===== src/rtl/core/rsip_pkg.sv =====
package rsip_pkg;

  localparam int CHAR_W  = 8;
  localparam int VALUE_W = 32;
  localparam int RADIX_W = CHAR_W + 1;
  localparam int DIGIT_W = CHAR_W + 2;
  localparam int PROD_W  = VALUE_W + DIGIT_W;
  localparam int SUM_W   = PROD_W + 1;
  localparam int INDEX_W = 2;

  localparam logic [CHAR_W-1:0] CHAR_NUL   = 8'h00;
  localparam logic [CHAR_W-1:0] CHAR_PLUS  = 8'h2B;
  localparam logic [CHAR_W-1:0] CHAR_MINUS = 8'h2D;

  localparam logic signed [SUM_W-1:0] VALUE_MAX = 43'sd2147483647;
  localparam logic signed [SUM_W-1:0] VALUE_MIN = -43'sd2147483648;

  localparam logic [INDEX_W-1:0] REG_LOW_CHAR     = 2'd0;
  localparam logic [INDEX_W-1:0] REG_HIGH_CHAR    = 2'd1;
  localparam logic [INDEX_W-1:0] REG_DIGIT_OFFSET = 2'd2;

  localparam logic [CHAR_W-1:0] LOW_CHAR_RST     = 8'd48;
  localparam logic [CHAR_W-1:0] HIGH_CHAR_RST    = 8'd57;
  localparam logic [CHAR_W-1:0] DIGIT_OFFSET_RST = 8'd0;

  typedef struct packed {
    logic [CHAR_W-1:0] low_char;
    logic [CHAR_W-1:0] high_char;
    logic [CHAR_W-1:0] digit_offset;
  } cfg_t;

  typedef struct packed {
    logic signed [VALUE_W-1:0] acc;
    logic                      negative;
    logic                      at_start;
    logic                      seen_body;
    logic                      error_seen;
  } state_t;

  typedef struct packed {
    logic signed [VALUE_W-1:0] value;
    logic                      ok;
  } res_t;

  localparam state_t STATE_CLEAR = '{
    acc:        '0,
    negative:   1'b0,
    at_start:   1'b1,
    seen_body:  1'b0,
    error_seen: 1'b0
  };

endpackage


===== src/rtl/core/rsip_step.sv =====
// Next-state logic for one character: sign, range check, multiply-accumulate,
// overflow check, and the result on a terminator.
module rsip_step (
  input  rsip_pkg::cfg_t                  cfg,
  input  rsip_pkg::state_t                cur,
  input  logic [rsip_pkg::CHAR_W-1:0]     char_code,
  output rsip_pkg::state_t                nxt,
  output logic                            emit,
  output rsip_pkg::res_t                  res
);

  logic [rsip_pkg::RADIX_W-1:0]        radix;
  logic [rsip_pkg::DIGIT_W-1:0]        digit;
  logic signed [rsip_pkg::DIGIT_W:0]   digit_s;
  logic signed [rsip_pkg::PROD_W-1:0]  prod;
  logic signed [rsip_pkg::SUM_W-1:0]   sum;
  logic                                in_range;
  logic                                is_sign;
  logic                                ovf;

  assign radix = {1'b0, cfg.high_char} - {1'b0, cfg.low_char} + rsip_pkg::RADIX_W'(1);
  assign digit = rsip_pkg::DIGIT_W'(char_code - cfg.low_char)
               + rsip_pkg::DIGIT_W'(cfg.digit_offset);
  assign digit_s = cur.negative ? -$signed({1'b0, digit}) : $signed({1'b0, digit});
  assign prod = cur.acc * $signed({1'b0, radix});
  assign sum  = {prod[rsip_pkg::PROD_W-1], prod}
              + {{(rsip_pkg::SUM_W-rsip_pkg::DIGIT_W-1){digit_s[rsip_pkg::DIGIT_W]}},
                 digit_s};

  assign in_range = (char_code >= cfg.low_char) && (char_code <= cfg.high_char);
  assign is_sign  = cur.at_start
                  && (char_code == rsip_pkg::CHAR_PLUS || char_code == rsip_pkg::CHAR_MINUS);
  assign ovf      = cur.negative ? (sum < rsip_pkg::VALUE_MIN) : (sum > rsip_pkg::VALUE_MAX);

  always_comb begin
    nxt       = cur;
    emit      = 1'b0;
    res.ok    = !cur.error_seen && cur.seen_body;
    res.value = res.ok ? cur.acc : '0;
    if (char_code == rsip_pkg::CHAR_NUL) begin
      emit = 1'b1;
      nxt  = rsip_pkg::STATE_CLEAR;
    end else if (!cur.error_seen) begin
      nxt.at_start = 1'b0;
      if (is_sign) begin
        nxt.negative = (char_code == rsip_pkg::CHAR_MINUS);
      end else if (!in_range || ovf) begin
        nxt.error_seen = 1'b1;
        nxt.acc        = '0;
      end else begin
        nxt.acc       = sum[rsip_pkg::VALUE_W-1:0];
        nxt.seen_body = 1'b1;
      end
    end
  end

endmodule


===== src/rtl/core/radix_string_to_int_parser.sv =====
// Radix string-to-integer parser. One character byte per item on s_axis, one
// result per zero terminator on m_axis (value in tdata, valid flag in tuser;
// value is 0 when the string was empty, a bare sign, out of range or
// overflowed). Throughput is one character per cycle while no terminator
// waits; the m_axis result is registered. The per-cycle path is the 32x9
// multiply-accumulate with the signed 32-bit overflow compare on the state
// registers. A terminator waits in the input register only while the
// previous result is still held unread. Configuration writes (cfg_index 0
// low char, 1 high char, 2 digit offset) must be made while the block is idle.
module radix_string_to_int_parser (
  input  logic                               clk,
  input  logic                               rst,
  input  logic                               cfg_wen,
  input  logic [rsip_pkg::INDEX_W-1:0]       cfg_index,
  input  logic [rsip_pkg::CHAR_W-1:0]        cfg_data,
  input  logic                               s_axis_tvalid,
  output logic                               s_axis_tready,
  input  logic [rsip_pkg::CHAR_W-1:0]        s_axis_tdata,   // [7:0] char_code
  output logic                               m_axis_tvalid,
  input  logic                               m_axis_tready,
  output logic [rsip_pkg::VALUE_W-1:0]       m_axis_tdata,   // [31:0] value
  output logic                               m_axis_tuser    // [0] valid_res
);

  rsip_pkg::cfg_t   cfg;
  rsip_pkg::state_t st;
  rsip_pkg::state_t st_next;
  rsip_pkg::res_t   res;
  logic             emit;

  logic                        in_valid;
  logic [rsip_pkg::CHAR_W-1:0] in_char;
  logic                        advance;

  always_ff @(posedge clk) begin
    if (rst) begin
      cfg.low_char     <= rsip_pkg::LOW_CHAR_RST;
      cfg.high_char    <= rsip_pkg::HIGH_CHAR_RST;
      cfg.digit_offset <= rsip_pkg::DIGIT_OFFSET_RST;
    end else if (cfg_wen) begin
      unique case (cfg_index)
        rsip_pkg::REG_LOW_CHAR:     cfg.low_char     <= cfg_data;
        rsip_pkg::REG_HIGH_CHAR:    cfg.high_char    <= cfg_data;
        rsip_pkg::REG_DIGIT_OFFSET: cfg.digit_offset <= cfg_data;
        default: ;
      endcase
    end
  end

  // terminator needs a free output slot; other characters always move on
  assign advance = in_valid
                && (in_char != rsip_pkg::CHAR_NUL || !m_axis_tvalid || m_axis_tready);
  assign s_axis_tready = !in_valid || advance;

  always_ff @(posedge clk) begin
    if (rst) begin
      in_valid <= 1'b0;
    end else if (s_axis_tready) begin
      in_valid <= s_axis_tvalid;
    end
  end

  always_ff @(posedge clk) begin
    if (s_axis_tvalid && s_axis_tready) begin
      in_char <= s_axis_tdata;
    end
  end

  rsip_step u_step (
    .cfg       (cfg),
    .cur       (st),
    .char_code (in_char),
    .nxt       (st_next),
    .emit      (emit),
    .res       (res)
  );

  always_ff @(posedge clk) begin
    if (rst) begin
      st <= rsip_pkg::STATE_CLEAR;
    end else if (advance) begin
      st <= st_next;
    end
  end

  always_ff @(posedge clk) begin
    if (rst) begin
      m_axis_tvalid <= 1'b0;
    end else if (advance && emit) begin
      m_axis_tvalid <= 1'b1;
    end else if (m_axis_tready) begin
      m_axis_tvalid <= 1'b0;
    end
  end

  always_ff @(posedge clk) begin
    if (advance && emit) begin
      m_axis_tdata <= res.value;
      m_axis_tuser <= res.ok;
    end
  end

`ifndef SYNTHESIS
  a_invalid_is_zero: assert property (@(posedge clk) disable iff (rst)
    m_axis_tvalid && !m_axis_tuser |-> m_axis_tdata == '0)
    else $error("invalid result carries nonzero value");

  a_error_clears_acc: assert property (@(posedge clk) disable iff (rst)
    st.error_seen |-> st.acc == '0)
    else $error("accumulator nonzero after error");

  a_positive_acc: assert property (@(posedge clk) disable iff (rst)
    !st.negative |-> !st.acc[rsip_pkg::VALUE_W-1])
    else $error("positive string accumulated a negative value");

  a_term_clears: assert property (@(posedge clk) disable iff (rst)
    advance && in_char == rsip_pkg::CHAR_NUL |=> st.at_start && !st.error_seen
      && m_axis_tvalid)
    else $error("terminator did not clear state or emit a result");
`endif

endmodule

===== config.mk =====
export PLATFORM = sky130hd
export DESIGN_NAME = radix_string_to_int_parser
export DESIGN_NICKNAME = d
export VERILOG_FILES = /design/src/rtl/core/rsip_pkg.sv /design/src/rtl/core/rsip_step.sv /design/src/rtl/core/radix_string_to_int_parser.sv
export SDC_FILE = /design/constraint.sdc
export NUM_CORES = 1
export LEC_CHECK = 0
export BUFFER_PORTS_ARGS = -buffer_cell sky130_fd_sc_hd__buf_2
export CORE_ASPECT_RATIO = 0.8
export CORE_MARGIN = 5
export CORE_UTILIZATION = 59
export DETAILED_ROUTE_END_ITERATION = 16
export GPL_ROUTABILITY_DRIVEN = 0
export PLACE_DENSITY = 0.79
export SYNTH_ARGS = -nofsm -noshare
export SYNTH_HDL_FRONTEND = slang
export SYNTH_SLANG_ARGS = --single-unit

===== constraint.sdc =====
create_clock -name clk -period 8.1 [get_ports clk]
set_clock_uncertainty 0.2 [all_clocks]
set_input_delay 1.215 -clock clk [delete_from_list [all_inputs] [get_ports clk]]
set_output_delay 1.215 -clock clk [all_outputs]
set_load 0.005 [all_outputs]

Word-level counts from Yosys, hierarchy flattened. Cells that the tools add are included.

Multiply operators: 1. Equality and inequality tests: 7. Muxes and demuxes: 13. Reductions and logical operators: 27. Order comparisons: 4. $add $sub $neg: 6.

Operators with widths (count): 2-to-1 mux 36 bit (2); 2-to-1 mux 32 bit (2); adder 42 x 11 -> 43 bit (1); > comparator 43 x 32 -> 1 bit (second input constant) (1); < comparator 43 x 32 -> 1 bit (second input constant) (1); multiplier 32 x 10 -> 42 bit (1); subtractor 8 x 8 -> 9 bit (2); == test 8 x 6 -> 1 bit (second input constant) (2); 2-to-1 mux 11 bit (1); negator 10 -> 11 bit (1); adder 10 x 8 -> 10 bit (1); adder 9 x 1 -> 9 bit (second input constant) (1); greater-or-equal comparator 8 bit (1); <= comparator 8 bit (1); logical NOT 8 bit (1); AND reduction 2 bit (4); nonzero test 8 bit (1); 2-to-1 mux 1 bit (7); logical AND 1 bit (6); AND reduction 3 bit (2); logical OR 1 bit (5); logical NOT 1 bit (4); != test 2 x 1 -> 1 bit (second input constant) (2); AND reduction 4 bit (1); 6 further kinds (7).

Register bits: 103. Word-level logic and storage cells: 71.

Depth between registers and ports, before layout.
Depth in word-level cells: 12. Depth in mapped cells: 36. Mapped depth without buffers: 34.

Modules after synthesis. Synthesis repeated with hierarchy kept, for this count alone.

Cells, all modules: 2141. Area, all modules: 18597.8 um2.

Modules (own cells, without submodules): rsip_step (area an instance 13924.6 um2, cells each 1678, times used 1); radix_string_to_int_parser (area an instance 4673.2 um2, cells each 463, times used 1).

Least setup slack after synthesis. No wires, ideal clock.

Path kind: register -> register. Start point: reg in_char[0] (netlist name). End point: reg st[35] (netlist name). Cell stages (with the launch flop): 34. Setup slack: -0.762 ns. Setup time: 0.117 ns. Period minus slack after synthesis: 8.862 ns. Buffers on the path: 2. Arrival time: 8.544 ns. Data required time: 7.783 ns. Path through: edfxtp_1 inv_1 ha_1 fa_1 inv_1 ha_1 a21o_1 a21oi_1 o21bai_1 a21oi_1 xnor2_1 or4_1 or3_1 o21ai_0 inv_1 fa_1 inv_1 fa_1 fa_1 inv_1 ha_1 buf_2 and4_1 and3_1 a221oi_2 o21bai_1 a221oi_1 xnor2_1 nor2_1 and4b_1 a32o_2 or2_1 buf_6 a32o_1.

Cells in the longest elaborated chain, start to end: 12. Elaborated cells between the ends (all ways): 29. Classes of those cells: add/sub: 4; order compare: 4; eq/ne: 4; mux: 6; reduce/logical: 11.

RTL lines: start: declaration (RTL line radix_string_to_int_parser.sv:32) `logic [rsip_pkg::CHAR_W-1:0] in_char;`; start signal: assignment (RTL line radix_string_to_int_parser.sv:65) `in_char <= s_axis_tdata;`; subtractor 8 x 8 -> 9 bit (RTL line rsip_step.sv:22) `assign digit = rsip_pkg::DIGIT_W'(char_code - cfg.low_char)`; adder 10 x 8 -> 10 bit (RTL line rsip_step.sv:23) `+ rsip_pkg::DIGIT_W'(cfg.digit_offset);`; negator 10 -> 11 bit (RTL line rsip_step.sv:24) `assign digit_s = cur.negative ? -$signed({1'b0, digit}) : $signed({1'b0, digit});`; 2-to-1 mux 11 bit (RTL line rsip_step.sv:24); adder 42 x 11 -> 43 bit (RTL line rsip_step.sv:27) `+ {{(rsip_pkg::SUM_W-rsip_pkg::DIGIT_W-1){digit_s[rsip_pkg::DIGIT_W]}},`; > comparator 43 x 32 -> 1 bit or < comparator 43 x 32 -> 1 bit (tied branches) (RTL line rsip_step.sv:33) `assign ovf = cur.negative ? (sum < rsip_pkg::VALUE_MIN) : (sum > rsip_pkg::VALUE_MAX);`; 2-to-1 mux 1 bit (RTL line rsip_step.sv:33); logical OR 1 bit (RTL line rsip_step.sv:47) `end else if (!in_range || ovf) begin`; 2-to-1 mux 32 bit (RTL line rsip_step.sv:47); 2-to-1 mux 32 bit (RTL line rsip_step.sv:45) `if (is_sign) begin`; 2-to-1 mux 36 bit (RTL line rsip_step.sv:43) `end else if (!cur.error_seen) begin`; 2-to-1 mux 36 bit (RTL line rsip_step.sv:40) `if (char_code == rsip_pkg::CHAR_NUL) begin`; end signal: assignment (RTL line radix_string_to_int_parser.sv:80) `st <= rsip_pkg::STATE_CLEAR;`; end signal: assignment (RTL line radix_string_to_int_parser.sv:82) `st <= st_next;`; end: declaration (RTL line radix_string_to_int_parser.sv:26) `rsip_pkg::state_t st;`.

Parallel ways exist; a longest one is shown, timed or not. The select of a mux whose other input is x is not followed. A chain may end at the register's enable or synchronous reset.

Worst setup path after layout.
Start point: reg in_char[1] (netlist name). End point: reg st[20] (netlist name).

Same word-level chain as after synthesis.

==> run_results.csv <==
group,metric,value,unit
min_path,holdCritPathClass,"flop to flop",
timing,tightest_slew,1.12,ns
final_layout,nNetsFinal,2506,
cts,hold_buffers,0,
timing,slew_viol_final,0,
critical_path,crit_cells,35,
global_route,grtUsageTotal,0.314,
critical_path,required,8.15,ns
route,vias,14700,
timing,hold_violations,0,
placement,io_buffers,57,
critical_path,crit_family,"compound AO/OA/AOI/OAI gates",
critical_path,cpMaxStageDelayCell,"fa_1",
timing,finalSetupViolCount,34,
critical_path,worst-path-buf-inv,8,
logic_synthesis,synth_adder_area_share,0.439,
logic_synthesis,synth_seq_cells,103,
route,drt-initial-drc-count,1558,
final_layout,layout-drive-gt1-share,0.244,
global_route,antenna_found_initial,1,
cts,clockBufferDepth,2,
logic_synthesis,synth_common_cells,"inv_1 (353), fa_1 (279), and2_1 (190)",
route,drt-wirelength-per-cell,21.8,um
final_layout,multi_input_area,13500,um2
global_route,grt_pass1_wl,79800,um
cts,cts_tree,"built",
logic_synthesis,synth-simple-area-share,0.173,
cts,htree_levels,3,
timing,fmax,112,MHz
logic_synthesis,yosysMostFrequentCell,"inv_1",
logic_synthesis,postSynthCellCount,1835,
run_status,status,"finished, violations left",
route,ant_nets,0,
final_layout,synthToLayoutAreaGrowth,23.8,%
critical_path,rr_worst_depth,35,
critical_path,critPathKind,"flop to flop",
timing,timing.final.crit_share,1.10,
logic_synthesis,synth_ff_type,"dfxtp_1",
floorplan,row_count,54,
min_path,whs_path_depth,2,
route,routed_wl,53000,um
cts,clk_pin_slew,0.10,ns
final_layout,n_fill_cell,1706,
critical_path,cp-end-kind,"flop",
logic_synthesis,synth.distinct_cells,64,
global_route,grt_max_degree,34,
cts,worstSkewPairLatency,0.39,ns
logic_synthesis,synthXorXnorAreaFrac,0.0374,
floorplan,ios,58,
timing,hold_slack,0.319,ns
final_layout,antenna_cells,0,
logic_synthesis,synth-compound-area-share,0.0927,
cts,cts_buffers,9,
logic_synthesis,synth_edf_count,41,
timing,relSlewSlack,0.256,
route,drcViolationCount,0,
critical_path,slowest_delay,0.56,ns
floorplan,die_w,197,um
critical_path,cp_max_fo,6,
floorplan,die_h,160,um
global_route,grt.overflow.total,0,
placement,dp_hpwl,34400,um
floorplan,core_area,27500,um2
job,drv_cap,0,
timing,setup_ws,-0.837,ns
floorplan,die_area,31600,um2
global_route,grt_pass1_vias,15700,
route,via_per_inst,6.05,
logic_synthesis,synth_top_family_by_area,"adder cells",
timing,rsz0062_at_grt,"true",
power_and_ir_drop,powerDensity,89.2,nW/um2
final_layout,fin_util,0.746,
logic_synthesis,syn_area,16600,um2
logic_synthesis,muxShareOfSynthArea,0.00725,
timing,fin_crit,8.94,ns
final_layout,final-seq-area,2470,um2
power_and_ir_drop,leakage,9.24,nW
logic_synthesis,yosysTopAreaCell,"fa_1",
logic_synthesis,synth_top_area_share,0.337,
logic_synthesis,yosys-top-cells-area,"fa_1 (34%), ha_1 (10%), inv_1 (8.0%)",
floorplan,initial_core_util,0.603,
logic_synthesis,avgSynthCellArea,9.03,um2
cts,cts_root_buf,"clkbuf_16",
logic_synthesis,yosys_warnings,0,
route,drt-pass1-iter-count,10,
logic_synthesis,synth_seq_area_share,0.149,
power_and_ir_drop,power.total,1.83,mW
logic_synthesis,async_flop_share,0,
critical_path,critPathLaunchType,"flop",
cts,clock_sinks,103,
logic_synthesis,synth_fp_nets,2272,
critical_path,crit_arrival,8.99,ns
power_and_ir_drop,peakVddDrop,0.105,mV
run_status,violations,"setup timing",
-- layer usage --
| metal | share of wire | GRT usage | up-vias |
|---|---|---|---|
| li1 | - | - | 6194 |
| met1 | 0.36 | 0.401 | 7225 |
| met2 | 0.46 | 0.518 | 987 |
| met3 | 0.11 | 0.0676 | 337 |
| met4 | 0.062 | 0.134 | 0 |
| met5 | 0 | 0 | - |
-- cell type report --
class | instances | area share
clock buffers | 9 | 0.0110
well taps | 364 | 0.0222
multi-input cells | 1295 | 0.659
clock inverters | 7 | 0.00469
repair buffers | 307 | 0.118
flip-flops and latches | 103 | 0.120
inverters | 353 | 0.0647
-- final timing paths --
path | from | to | slack (ns)
worst max-delay path | in_char[1] | st[20] | -0.84
worst min-delay path | cfg[5] | cfg[5] | 0.32
worst max register to register | in_char[1] | st[20] | -0.84
worst min register to register | cfg[5] | cfg[5] | 0.32
-- cells by family (layout without fill, tap and decap cells) --
family | count (synthesis) | count (layout)
XOR/XNOR | 70 | 70
flip-flops | 103 | 103
AO/OA/AOI/OAI | 244 | 244
multiplexers | 12 | 12
AND/OR/NAND/NOR | 554 | 555
buffers and inverters | 438 | 676
adder cells (fa/ha/maj) | 414 | 414
-- layout by cell type, fill, tap and decap left out, types with 6 or more instances in the layout --
| cell type | instances |
|---|---|
| nand2b_1 | 11 |
| xnor2_1 | 31 |
| buf_6 | 13 |
| ha_1 | 107 |
| nand4_1 | 14 |
| o21ai_2 | 23 |
| a21oi_2 | 18 |
| dfxtp_1 | 62 |
| xnor2_2 | 11 |
| o21ai_1 | 15 |
| fa_2 | 7 |
| nor3_1 | 8 |
| nand2_2 | 6 |
| o211ai_1 | 7 |
| fa_1 | 272 |
| o21bai_1 | 10 |
| and2_1 | 190 |
| nand2_1 | 174 |
| inv_1 | 337 |
| buf_12 | 8 |
| xor2_1 | 22 |
| buf_4 | 222 |
| o21ai_0 | 25 |
| o21ai_4 | 6 |
| nand3_1 | 12 |
| ha_4 | 25 |
| inv_2 | 15 |
| clkbuf_16 | 10 |
| a21oi_1 | 58 |
| nor3_2 | 7 |
| a21o_1 | 16 |
| a32o_1 | 8 |
| nor2_1 | 57 |
| edfxtp_1 | 41 |
| nor2b_1 | 41 |
| buf_2 | 57 |
| mux2i_1 | 12 |
-- repair_timing --
action / CTS / global route
resized for setup: 138 / 91
gates cloned: 5 / 2
setup buffers: 43 / 24
setup endpoints to repair: 34 / 34
pin swaps: 47 / 44
-- report_power, final --
part	leakage (nW)	internal (mW)	switching, mW
Combinational	8.17	0.313	0.451
Sequential	0.916	0.547	0.0173
Clock	0.157	0.232	0.272
-- metrics by stage --
step | setup WS, ns | cells | area, um2 | TNS (ns)
floorplan | -0.284 | 1835 | 16700 | -5.76
global placement | -0.344 | 2352 | 18500 | -9.37
detailed placement | -0.570 | 2352 | 18500 | -15.21
CTS | -0.293 | 2415 | 20000 | -7.70
global route | -1.03 | 2438 | 20500 | -32.49
finish | -0.837 | 2438 | 20500 | -25.95
-- tightest hold or removal path: cells and delay by family, from the launching register on --
family | cells | cell delay (ns)
and+or+nand+nor | 1 | 0.07
DFF | 1 | 0.35
muxes | 1 | 0.07
-- registers in the layout, summed over array words and instances, names as in the netlist --
register,cells
in_valid,1
in_char,8
st,36
cfg,24
m_axis_tuser,1
m_axis_tvalid,1
m_axis_tdata,32
No activity file was read; power rests on OpenSTA's default activity.
